==> config.mk <==
export PLATFORM = sky130hd
export DESIGN_NAME = srec_line_to_flash_words
export DESIGN_NICKNAME = d
export VERILOG_FILES = /design/src/rtl/core/srec_pkg.sv /design/src/rtl/core/srec_line_to_flash_words.sv
export SDC_FILE = /design/constraint.sdc
export NUM_CORES = 1
export LEC_CHECK = 0
export BUFFER_PORTS_ARGS = -buffer_cell sky130_fd_sc_hd__buf_2
export CAP_MARGIN = 25
export CORE_MARGIN = 8
export CORE_UTILIZATION = 40
export CTS_BUF_LIST = sky130_fd_sc_hd__clkbuf_16
export DETAILED_ROUTE_END_ITERATION = 10
export GPL_TIMING_DRIVEN = 1
export PLACE_DENSITY = 0.58
export REMOVE_ABC_BUFFERS = 1
export SLEW_MARGIN = 20
export SYNTH_ARGS = -nofsm -noshare
export SYNTH_HDL_FRONTEND = slang
export SYNTH_SLANG_ARGS = --single-unit
==> constraint.sdc <==
create_clock -name clock -period 8.44 [get_ports clock]
set_input_delay 1.688 -clock clock [delete_from_list [all_inputs] [get_ports clock]]
set_output_delay 1.688 -clock clock [all_outputs]
set_load 0.01 [all_outputs]
==> src/rtl/core/srec_pkg.sv <==
// ----------------------------------------------------------------------------
// srec_pkg: shared types and helpers for the S-record line parser
// Result kinds, character constants and the hex and record-type decoders.
// ----------------------------------------------------------------------------
package srec_pkg;

   typedef enum logic [1:0] {
      EV_WRITE     = 2'd0,
      EV_FLOOR_ERR = 2'd1,
      EV_END       = 2'd2
   } event_kind_type;

   localparam logic [7:0]  CHAR_CR      = 8'h0D;
   localparam logic [31:0] FLOOR_RESET  = 32'h0000_8000;
   localparam logic [3:0]  TYPE_NONE    = 4'd0;
   localparam logic [3:0]  TYPE_DATA16  = 4'd1;
   localparam logic [3:0]  TYPE_DATA24  = 4'd2;
   localparam logic [3:0]  TYPE_DATA32  = 4'd3;
   localparam logic [3:0]  TYPE_TERM32  = 4'd7;
   localparam logic [3:0]  TYPE_TERM24  = 4'd8;
   localparam logic [3:0]  TYPE_END     = 4'd9;

   // Non-hex characters decode as zero.
   function automatic logic [3:0] hex_nibble(input logic [7:0] c);
      logic [3:0] v;
      v = 4'd0;
      if (c >= 8'h30 && c <= 8'h39) begin
         v = c[3:0];
      end else if ((c >= 8'h41 && c <= 8'h46) || (c >= 8'h61 && c <= 8'h66)) begin
         v = c[3:0] + 4'd9;
      end
      return v;
   endfunction

   function automatic logic [3:0] addr_digits(input logic [3:0] rtype);
      logic [3:0] n;
      case (rtype)
         TYPE_DATA16, TYPE_END:    n = 4'd4;
         TYPE_DATA24, TYPE_TERM24: n = 4'd6;
         TYPE_DATA32, TYPE_TERM32: n = 4'd8;
         default:                  n = 4'd0;
      endcase
      return n;
   endfunction

   // Data digits on the line: twice the count less address bytes and checksum.
   function automatic logic [8:0] data_digits(input logic [7:0] count,
                                              input logic [3:0] adig);
      logic [7:0] overhead;
      logic [7:0] diff;
      overhead = {5'd0, adig[3:1]} + 8'd1;
      diff     = count - overhead;
      if (count <= overhead) begin
         return 9'd0;
      end
      return {diff, 1'b0};
   endfunction

endpackage

==> src/rtl/core/srec_line_to_flash_words.sv <==
// ----------------------------------------------------------------------------
// srec_line_to_flash_words: S-record text to 32-bit flash word writes
// Parses S-record characters and emits flash writes, floor errors and end
// events.
// ----------------------------------------------------------------------------
// Usage:
//   req_ channel: one text character per word (req_in_byte). A carriage
//   return ends a line. req_stall rises only while a result is held in the
//   output register and the receiver stalls it.
//   rsp_ channel: one result word per completed data word (event kind 0),
//   per base-below-floor abort (kind 1) or per S9 line end (kind 2).
//   csr_ channel: writes write_floor; always ready. Write only when idle.
// Output: a result appears in the output register in the cycle after the
//   character that causes it is accepted.
// Throughput: one character per cycle while req_stall is low; the parse registers
//   update in a single pass and the output register takes a result every cycle unless its word is stalled.
// Reset: clears the parse state and output valid, sets write_floor to 0x8000.
// Receiver stall: the output register holds its word; input is stalled only
//   while that word is still held.
// ----------------------------------------------------------------------------
module srec_line_to_flash_words
   import srec_pkg::*;
#(
   parameter int LINE_MAX = 256
) (
   input  logic        clock,
   input  logic        reset,
   input  logic        req_valid,
   output logic        req_stall,
   input  logic [7:0]  req_in_byte,
   output logic        rsp_valid,
   input  logic        rsp_stall,
   output logic [1:0]  rsp_event_kind,
   output logic [31:0] rsp_write_address,
   output logic [31:0] rsp_write_data,
   input  logic        csr_valid,
   output logic        csr_ready,
   input  logic [31:0] csr_write_floor
);

   localparam int PW = $clog2(LINE_MAX);
   localparam logic [PW-1:0] POS_LIMIT = PW'(LINE_MAX - 1);

   logic [31:0]    floor_ff;
   logic [PW-1:0]  pos_ff, pos_in;
   logic [3:0]     type_ff, type_in;
   logic [7:0]     count_ff, count_in;
   logic [31:0]    base_ff, base_in;
   logic [31:0]    acc_ff, acc_in;
   logic [7:0]     offset_ff, offset_in;
   logic [8:0]     left_ff, left_in;
   logic [2:0]     nib_cnt_ff, nib_cnt_in;
   logic           aborted_ff, aborted_in;

   logic           rsp_valid_ff;
   event_kind_type kind_ff, kind_in;
   logic [31:0]    addr_ff, addr_in;
   logic [31:0]    data_ff, data_in;
   logic           res_load;

   logic           req_acc;
   logic [3:0]     nib;
   logic [3:0]     adig;
   logic [PW-1:0]  adig_ext;
   logic [31:0]    acc_shift;

   assign req_stall = rsp_valid_ff && rsp_stall;
   assign req_acc   = req_valid && !req_stall;
   assign csr_ready = 1'b1;

   assign nib       = hex_nibble(req_in_byte);
   assign adig      = addr_digits(type_ff);
   assign adig_ext  = PW'(adig);
   assign acc_shift = {acc_ff[27:0], nib};

   always_comb begin
      pos_in     = pos_ff;
      type_in    = type_ff;
      count_in   = count_ff;
      base_in    = base_ff;
      acc_in     = acc_ff;
      offset_in  = offset_ff;
      left_in    = left_ff;
      nib_cnt_in = nib_cnt_ff;
      aborted_in = aborted_ff;
      res_load   = 1'b0;
      kind_in    = EV_WRITE;
      addr_in    = 32'd0;
      data_in    = 32'd0;
      if (req_acc) begin
         if (req_in_byte == CHAR_CR) begin
            if (type_ff == TYPE_END && !aborted_ff) begin
               res_load = 1'b1;
               kind_in  = EV_END;
            end
            pos_in     = '0;
            type_in    = TYPE_NONE;
            count_in   = 8'd0;
            base_in    = 32'd0;
            acc_in     = 32'd0;
            offset_in  = 8'd0;
            left_in    = 9'd0;
            nib_cnt_in = 3'd0;
            aborted_in = 1'b0;
         end else if (pos_ff < POS_LIMIT) begin
            pos_in = pos_ff + PW'(1);
            if (pos_ff == PW'(1)) begin
               type_in = nib;
            end else if (pos_ff > PW'(1) && type_ff != TYPE_NONE) begin
               if (pos_ff < PW'(4)) begin
                  count_in = {count_ff[3:0], nib};
                  if (pos_ff == PW'(3) && adig == 4'd0) begin
                     left_in = data_digits(count_in, adig);
                  end
               end else if (pos_ff < PW'(4) + adig_ext) begin
                  base_in = {base_ff[27:0], nib};
                  if (pos_ff == PW'(3) + adig_ext) begin
                     left_in = data_digits(count_ff, adig);
                  end
               end else if (left_ff != 9'd0 && !aborted_ff) begin
                  left_in    = left_ff - 9'd1;
                  nib_cnt_in = nib_cnt_ff + 3'd1;
                  acc_in     = acc_shift;
                  // emit on a full word or on the last digit of the line
                  if (nib_cnt_ff == 3'd7 || left_in == 9'd0) begin
                     res_load  = 1'b1;
                     addr_in   = base_ff + {24'd0, offset_ff};
                     offset_in = offset_ff + 8'd4;
                     acc_in    = 32'd0;
                     if (base_ff < floor_ff) begin
                        kind_in    = EV_FLOOR_ERR;
                        aborted_in = 1'b1;
                     end else begin
                        kind_in = EV_WRITE;
                        // zero-pad a short word in its low digits
                        data_in = acc_shift << {~nib_cnt_ff, 2'b00};
                     end
                  end
               end
            end
         end
      end
   end

   always_ff @(posedge clock) begin
      if (reset) begin
         floor_ff     <= FLOOR_RESET;
         pos_ff       <= '0;
         type_ff      <= TYPE_NONE;
         count_ff     <= 8'd0;
         base_ff      <= 32'd0;
         acc_ff       <= 32'd0;
         offset_ff    <= 8'd0;
         left_ff      <= 9'd0;
         nib_cnt_ff   <= 3'd0;
         aborted_ff   <= 1'b0;
         rsp_valid_ff <= 1'b0;
      end else begin
         if (csr_valid && csr_ready) begin
            floor_ff <= csr_write_floor;
         end
         pos_ff     <= pos_in;
         type_ff    <= type_in;
         count_ff   <= count_in;
         base_ff    <= base_in;
         acc_ff     <= acc_in;
         offset_ff  <= offset_in;
         left_ff    <= left_in;
         nib_cnt_ff <= nib_cnt_in;
         aborted_ff <= aborted_in;
         if (res_load) begin
            rsp_valid_ff <= 1'b1;
         end else if (!rsp_stall) begin
            rsp_valid_ff <= 1'b0;
         end
      end
   end

   always_ff @(posedge clock) begin
      if (res_load) begin
         kind_ff <= kind_in;
         addr_ff <= addr_in;
         data_ff <= data_in;
      end
   end

   assign rsp_valid         = rsp_valid_ff;
   assign rsp_event_kind    = kind_ff;
   assign rsp_write_address = addr_ff;
   assign rsp_write_data    = data_ff;

   a_cr_clears_line: assert property (@(posedge clock) disable iff (reset)
      (req_acc && req_in_byte == CHAR_CR) |=> (pos_ff == '0 && !aborted_ff))
      else $error("line state not cleared after carriage return");

   a_no_result_after_abort: assert property (@(posedge clock) disable iff (reset)
      res_load |-> !aborted_ff)
      else $error("result produced on an aborted line");

   a_floor_err_aborts: assert property (@(posedge clock) disable iff (reset)
      (res_load && kind_in == EV_FLOOR_ERR) |=> aborted_ff)
      else $error("floor error did not abort the line");

   a_data_needs_type: assert property (@(posedge clock) disable iff (reset)
      (left_ff != 9'd0) |-> (type_ff != TYPE_NONE))
      else $error("data digits pending on a type 0 line");

   a_result_not_lost: assert property (@(posedge clock) disable iff (reset)
      (rsp_valid_ff && rsp_stall) |-> !res_load)
      else $error("result loaded over a stalled word");

endmodule
==> reports/results.txt, run 1 <==
Maximum VDD drop -> 144.4 uV
Largest net degree at the start of global routing -> 75
Worst-path clk slew -> 0.07 ns
Slew Viols, Final -> 0
Die Wd -> 182.1 um
N_diodes -> 0
Status -> finished, final reports clean
Setup repair bufs after CTS -> 0
Min cycle time layout -> 5.094 ns
Post-synth cell types -> 82
Seq cells post-synth -> 198
Initial antenna violation count -> 0
Yosys warning total -> 0
Slew headroom -> 36.74%
Ports -> 114
Req. time, crit path -> 8.51 ns
Die ar. -> 33160 sq um
Vias in the first global route -> 8581
Syn Area/Cell -> 9.273 sq um
Hpwl dp -> 19450 um
Synth Instances -> 1190
CP max FO -> 42
Part of the power in registers -> 53.3%
Clock sink total -> 198
Share of cells above drive strength 1 -> 16.22%
Via/cell ratio -> 5.461
Yosys top cell by area -> dfxtp_1
Clock Power Share -> 41.7%
Total CTS buffers -> 17
CTS H-Tree Depth -> 4
I/O Buffers -> 112
RSZ-0062 raised after global routing -> false
Setup total negative slack -> 0 ns
Fmax -> 0.1963 GHz
Worst setup SP type -> input port
# Max-Cap Violations -> 0
PD cells -> 150.4 nW/um^2
Setup Viol. Count Final -> 0
CTS tree -> yes
Drt pass-1 iters -> 5
Crit path kind -> input port to register
Core area -> 27480 sq um
Synth Cell Area -> 11030 sq um
Most used DFF post-synth -> dfxtp_1
Die height -> 182.1 um
Vias -> 8858
Clk buf depth -> 2
LEAKAGE -> 0.004433 uW
CTS root buf -> clkbuf_16
Min Hold Slack -> 0.4506 ns
Post-synth top area share -> 23.95%
1st-iter DRT viols -> 557
Post-synth EDFFs -> 66
Gr usage total -> 16.66%
Sw Ratio -> 24.34%
Fin crit share -> 60.36%
Worst skew pair latency -> 0.44 ns
Design area -> 12380 sq um
Area Growth Syn to Fin -> 12.24%
Internal Pwr Total -> 1410 uW
Grt ovf -> 0
Final Wtd Congestion -> 0.8458
Final Hold Viols -> 0
Layout Nets -> 1374
Async S/R FF share, synth -> 0%
Combinational share of power -> 5.1%
Seq/Total Area, Yosys -> 41.91%
Final WL -> 27510 um
Initial Utilization -> 40.16%
Hold Path Class -> register to register
Wire per inst -> 16.96 um
# DRC -> 0
Area after DPL -> 11820 sq um
Setup Skew -> 0.01143 ns
# rows -> 61
# hold bufs at CTS -> 0
Largest cells by area after synthesis -> dfxtp_1 24%, edfxtp_1 18%, ha_1 7.3%
Net Switching -> 453.4 uW
CP Data Arrival Time -> 5.17 ns
Tightest Pin Transition -> 0.9488 ns
First-pass GRT wire length -> 45410 um
Antenna-violating nets left -> 0
Resize count post-CTS -> 0
CP endpoint kind -> register
[final timing paths]
check	from	slack (ns)	depth (start not counted)	endpoint
setup reg to reg	type_ff[3]$_SDFFE_PP0P_	3.42	17	rsp_write_address[3]$_SDFFCE_PP0P_
hold reg to reg	acc_ff[27]$_SDFFE_PP0P_	0.45	2	acc_ff[27]$_SDFFE_PP0P_
hold / removal	acc_ff[27]$_SDFFE_PP0P_	0.45	2	acc_ff[27]$_SDFFE_PP0P_
setup / recovery	req_in_byte[1]	3.35	11	rsp_write_address[3]$_SDFFCE_PP0P_
[logic make-up (layout without fill, tap and decap cells)]
group	Yosys count	in the layout	share of synthesized area, %
buffers and inverters	136	222	5.148
adder cells (fa/ha/maj)	66	66	7.620
AO/OA/AOI/OAI	242	242	15.29
AND/OR/NAND/NOR	432	432	18.96
flip-flops	198	198	41.91
other	1	1	0.03398
XOR/XNOR	56	56	4.445
multiplexers	59	59	6.599
[power by group through the flow]
| stage | combinational, uW | sequential [uW] | clock (uW) |
|---|---|---|---|
| after floorplan | 55.1 | 1010 | 0 |
| after global placement | 93.6 | 1010 | 0 |
| after detailed placement | 94.8 | 1010 | 0 |
| after CTS | 95.4 | 992 | 793 |
| after global routing | 107 | 994 | 825 |
| final | 94.4 | 992 | 776 |
[cells in the final DEF (no fill, tap or decap), types with 19 or more instances in the layout]
cell / Yosys / final
xor2_1: 21 / 21
nor2_1: 159 / 158
edfxtp_1: 66 / 66
xnor2_1: 35 / 35
a22oi_1: 54 / 54
o21ai_0: 23 / 23
buf_2: 21 / 111
nor3_1: 35 / 35
a21oi_1: 70 / 69
nand4_1: 19 / 19
nand2_1: 84 / 83
inv_1: 63 / 63
ha_1: 64 / 64
dfxtp_1: 132 / 131
mux2i_1: 41 / 41
nand3_1: 52 / 52
[sequential cells by signal (all words and copies together), names as in the netlist, 4 cells and up]
register and count:
base_ff 32, floor_ff 32, rsp_write_address 32, rsp_write_data 32, acc_ff 28, left_ff 9
count_ff 8, pos_ff 8, offset_ff 6, type_ff 4
[per-layer routing]
layer  global-route usage, %  vias up  part of all wire, %
met3                   3.082       34                  5.1
met1                   21.90     4177                   47
li1                        -     4431                    -
met2                   27.42      216                   47
met4                   5.149        0                  1.6
met5                       0        -                    0
[final cells by class]
class | count | area (sq um)
flip-flops and latches | 198 | 4626
fillers | 2678 | 15090
clock inverters | 15 | 122.6
repair buffers | 125 | 673.1
inverters | 65 | 244.0
well taps | 346 | 432.9
multi-input cells | 856 | 5861
clock buffers | 17 | 425.4
[cells in the mapped netlist (10+ instances only)]
master    instances
nand3_1          52
a21oi_1          70
nor2_1          159
edfxtp_1         66
clkbuf_1         40
nor3_1           35
dfxtp_1         132
a21o_1           16
a22oi_1          54
mux4_2           10
nor2b_1          13
ha_1             64
nand2_1          84
xnor2_1          35
xor2_1           21
nand4_1          19
inv_1            63
o21a_1           10
nor4_1           13
buf_2            21
mux2i_1          41
o21ai_0          23
[through the flow]
step           utilization (%)  cells  total power, uW  setup slack [ns]
5_1_grt                  45.07   1622             1925             3.098
4_1_cts                  45.00   1621             1881             2.893
3_3_place_gp             43.00   1589             1108             2.508
2_1_floorplan                -   1119             1068             2.069
3_5_place_dp             43.01   1589             1109             2.431
6_report                 45.07   1622             1863             3.346
[worst max-delay path, stage by stage]
cell,delay [ns]
buf_2,0.12
inv_1,0.07
ha_1,0.20
nand4b_1,0.14
or4_4,0.57
nor2_4,0.24
a21oi_2,0.05
buf_4,0.27
or3_2,0.64
nand2_2,0.56
buf_4,0.55
Power figures use the tool's default switching activity.
==> run 2: changes to the inputs <==
--- a/config.mk
+++ b/config.mk
@@ -5,6 +5,7 @@
 export SDC_FILE = /design/constraint.sdc
 export NUM_CORES = 1
 export LEC_CHECK = 0
+export ABC_AREA = 1
 export BUFFER_PORTS_ARGS = -buffer_cell sky130_fd_sc_hd__buf_2
 export CAP_MARGIN = 25
 export CORE_MARGIN = 8
==> constraint.sdc (replaced) <==
create_clock -name clock -period 4.9 [get_ports clock]
set_input_delay 0.98 -clock clock [delete_from_list [all_inputs] [get_ports clock]]
set_output_delay 0.98 -clock clock [all_outputs]
set_load 0.01 [all_outputs]
==> run 2 against run 1 <==
Against the previous run: global-route usage is 0.34 points higher; worst setup slack worse by 2.7 ns; register-to-register slack worse by 2.8 ns; clock skew is 0.0036 ns higher; utilization is 0.78 points higher; synthesized area is 2.4% higher; sequential share of layout area is 1.0 points lower; final cell count is 26% higher; design area is 2.9% higher; largest cell class unchanged.
==> reports/results.txt, run 2 <==
Status -> finished, final reports clean (unchanged)
Maximum VDD drop -> 217.0 uV (was 144.4 uV)
Share of cells above drive strength 1 -> 11.49% (was 16.22%)
Crit path kind -> register to register (was input port to register)
Most common cell in the netlist -> nand2_1 (was nor2_1)
CP cell instances -> inv_1 > nor3_1 > inv_1 > ha_1 > nor2_1 > nor2_1 > inv_1 > ha_1 > inv_1 > ha_1 > nand2_1 > o21ai_0 > nand2_1 > nand2_1 > inv_1 > nor2_1 > nand3b_2 > nand2_2 > buf_12 (was buf_2 > inv_1 > ha_1 > nand4b_1 > or4_4 > nor2_4 > a21oi_2 > buf_4 > or3_2 > nand2_2 > buf_4)
CTS tree -> yes (unchanged)
Gr usage total -> 16.99% (was 16.66%)
I/O Buffers -> 112 (unchanged)
Clk buf depth -> 2 (unchanged)
Initial Utilization -> 40.67% (was 40.16%)
# DRC -> 0 (unchanged)
Syn Area/Cell -> 7.210 sq um (was 9.273 sq um)
Setup Skew -> 0.01504 ns (was 0.01143 ns)
Area after DPL -> 12180 sq um (was 11820 sq um)
Req. time, crit path -> 5.01 ns (was 8.51 ns)
Slew Viols, Final -> 0 (unchanged)
Design area -> 12740 sq um (was 12380 sq um)
PD cells -> 262.3 nW/um^2 (was 150.4 nW/um^2)
CP endpoint kind -> register (unchanged)
Setup Viol. Count Final -> 0 (unchanged)
Layout Nets -> 1761 (was 1374)
Post-synth top area share -> 23.39% (was 23.95%)
Resize count post-CTS -> 0 (unchanged)
Drt pass-1 iters -> 5 (unchanged)
Largest net degree at the start of global routing -> 57 (was 75)
Slowest cell on crit path -> nand2_2 (was or3_2)
Tightest Pin Transition -> 0.8020 ns (was 0.9488 ns)
Clock sink total -> 198 (unchanged)
Hold Path Class -> register to register (unchanged)
# hold bufs at CTS -> 0 (unchanged)
RSZ-0062 raised after global routing -> false (unchanged)
# rows -> 61 (unchanged)
Die Wd -> 184.1 um (was 182.1 um)
Final WL -> 28880 um (was 27510 um)
LEAKAGE -> 0.005443 uW (was 0.004433 uW)
Yosys top cell by area -> dfxtp_1 (unchanged)
Setup total negative slack -> 0 ns (unchanged)
Synth Cell Area -> 11300 sq um (was 11030 sq um)
Met2 wire length -> 13020 um (was 12810 um)
Max incr delay on CP -> 0.44 ns (was 0.64 ns)
Yosys warning total -> 0 (unchanged)
Setup repair bufs after CTS -> 0 (unchanged)
Synth Instances -> 1567 (was 1190)
Ports -> 114 (unchanged)
Die ar. -> 33880 sq um (was 33160 sq um)
Via/cell ratio -> 5.012 (was 5.461)
Worst setup SP type -> register (was input port)
Max Used Layer -> met4 (unchanged)
Slew headroom -> 46.20% (was 36.74%)
First-pass GRT wire length -> 47440 um (was 45410 um)
Vias -> 10.23k (was 8858)
Fin crit share -> 87.15%
Area Growth Syn to Fin -> 12.75% (was 12.24%)
WL met3 -> 1523 um (was 1403 um)
Largest cells by area after synthesis -> dfxtp_1 23%, edfxtp_1 18%, nand2_1 12% (was dfxtp_1 24%, edfxtp_1 18%, ha_1 7.3%)
Antenna-violating nets left -> 0 (unchanged)
Hpwl dp -> 20830 um (was 19450 um)
Worst skew pair latency -> 0.44 ns (about the same)
Commonest cells after routing, fill and taps aside -> 358 x nand2_1, 220 x nor2_1, 174 x inv_1 (was 158 x nor2_1, 131 x dfxtp_1, 111 x buf_2)
Worst-path clk slew -> 0.08 ns (was 0.07 ns)
1st-iter DRT viols -> 711 (was 557)
Post-Route M1 WL -> 13970 um (was 12840 um)
Commonest non-fill, non-tap cell in the layout -> nand2_1 (was nor2_1)
# Max-Cap Violations -> 0 (unchanged)
Delay-heaviest family, CP -> simple AND/OR/NAND/NOR gates (unchanged)
Core area -> 27780 sq um (was 27480 sq um)
Total CTS buffers -> 17 (unchanged)
Grt ovf -> 0 (unchanged)
Most used DFF post-synth -> dfxtp_1 (unchanged)
Seq cells post-synth -> 198 (unchanged)
Worst path most repeated cell -> inv_1 (was buf_4)
CP max FO -> 49 (was 42)
CP Data Arrival Time -> 4.38 ns (was 5.17 ns)
Die height -> 184.1 um (was 182.1 um)
Initial antenna violation count -> 0 (unchanged)
Synth top cells by count -> 359 x nand2_1, 221 x nor2_1, 172 x inv_1, 134 x a21oi_1, 132 x dfxtp_1 (was 159 x nor2_1, 132 x dfxtp_1, 84 x nand2_1, 70 x a21oi_1, 66 x edfxtp_1)
CTS root buf -> clkbuf_16 (unchanged)
Fmax -> 0.2342 GHz
Final Wtd Congestion -> 0.8900 (was 0.8458)
Wire per inst -> 14.15 um (was 16.96 um)
Async S/R FF share, synth -> 0% (unchanged)
CTS H-Tree Depth -> 4 (unchanged)
N_diodes -> 0 (unchanged)
Post-synth cell types -> 46 (was 82)
Final Hold Viols -> 0 (unchanged)
Seq/Total Area, Yosys -> 40.93% (was 41.91%)
Post-synth EDFFs -> 66 (unchanged)
Vias in the first global route -> 9521 (was 8581)
Min cycle time layout -> 4.270 ns
Worst path bufs/invs -> 6 (was 4)
-- run 2: final timing paths --
path / startpoint / end / slack (ns) / cells after the start
setup / recovery: type_ff[0]$_SDFFE_PP0P_ / rsp_write_data[25]$_SDFFCE_PP0P_ / 0.63 / 19
hold / removal: floor_ff[23]$_SDFFE_PP0P_ / floor_ff[23]$_SDFFE_PP0P_ / 0.47 / 2
setup reg to reg: type_ff[0]$_SDFFE_PP0P_ / rsp_write_data[25]$_SDFFCE_PP0P_ / 0.63 / 19
hold reg to reg: floor_ff[23]$_SDFFE_PP0P_ / floor_ff[23]$_SDFFE_PP0P_ / 0.47 / 2
-- run 2: cell type report --
type                    instances  area (sq um)
well taps                     378         473.0
clock inverters                14         105.1
inverters                     179         671.9
flip-flops and latches        198          4624
clock buffers                  18         450.4
repair buffers                126         678.2
fillers                      2861         15040
multi-input cells            1128          5736
-- run 2: worst min-delay path, stage by stage, from the launching register on --
cell and delay, ns:
dfxtp_1 0.30, inv_1 0.06, a21oi_1 0.06
-- run 2: cell families after synthesis --
| family | synth area share (%) |
|---|---|
| DFF | 40.93 |
| xor gates and xnor gates | 1.307 |
| and+or+nand+nor | 30.01 |
| other | 0.03319 |
| buffers and inverters | 8.350 |
| AOI/OAI and AO/OA | 11.84 |
| adders and majority gates | 7.442 |
| muxes | 0.08860 |
-- run 2: report_power, final --
part / switching, uW / total (uW) / internal, uW
combinational: 189 / 290 / 100
clock: 647 / 1330 / 686
sequential: 11.1 / 1720 / 1710
-- run 2: stage by stage --
step                      hold slack (ns)  setup slack, ns  utilization [%]  cells  power, uW
after floorplan                    0.4376           0.1480                -   1505       1949
after global routing               0.4866           0.2003            45.85   2041       3487
after CTS                          0.4711           0.6582            45.85   2041       3384
after detailed placement           0.4606           0.6905            43.85   2009       2043
after global placement             0.4546           0.8458            43.85   2009       2040
final                              0.4660           0.6295            45.85   2041       3341
-- run 2: metal layers --
metal,vias up,GRT usage (%)
li1,5306,-
met1,4679,23.04
met2,217,27.55
met3,27,2.866
met4,0,4.614
met5,-,0
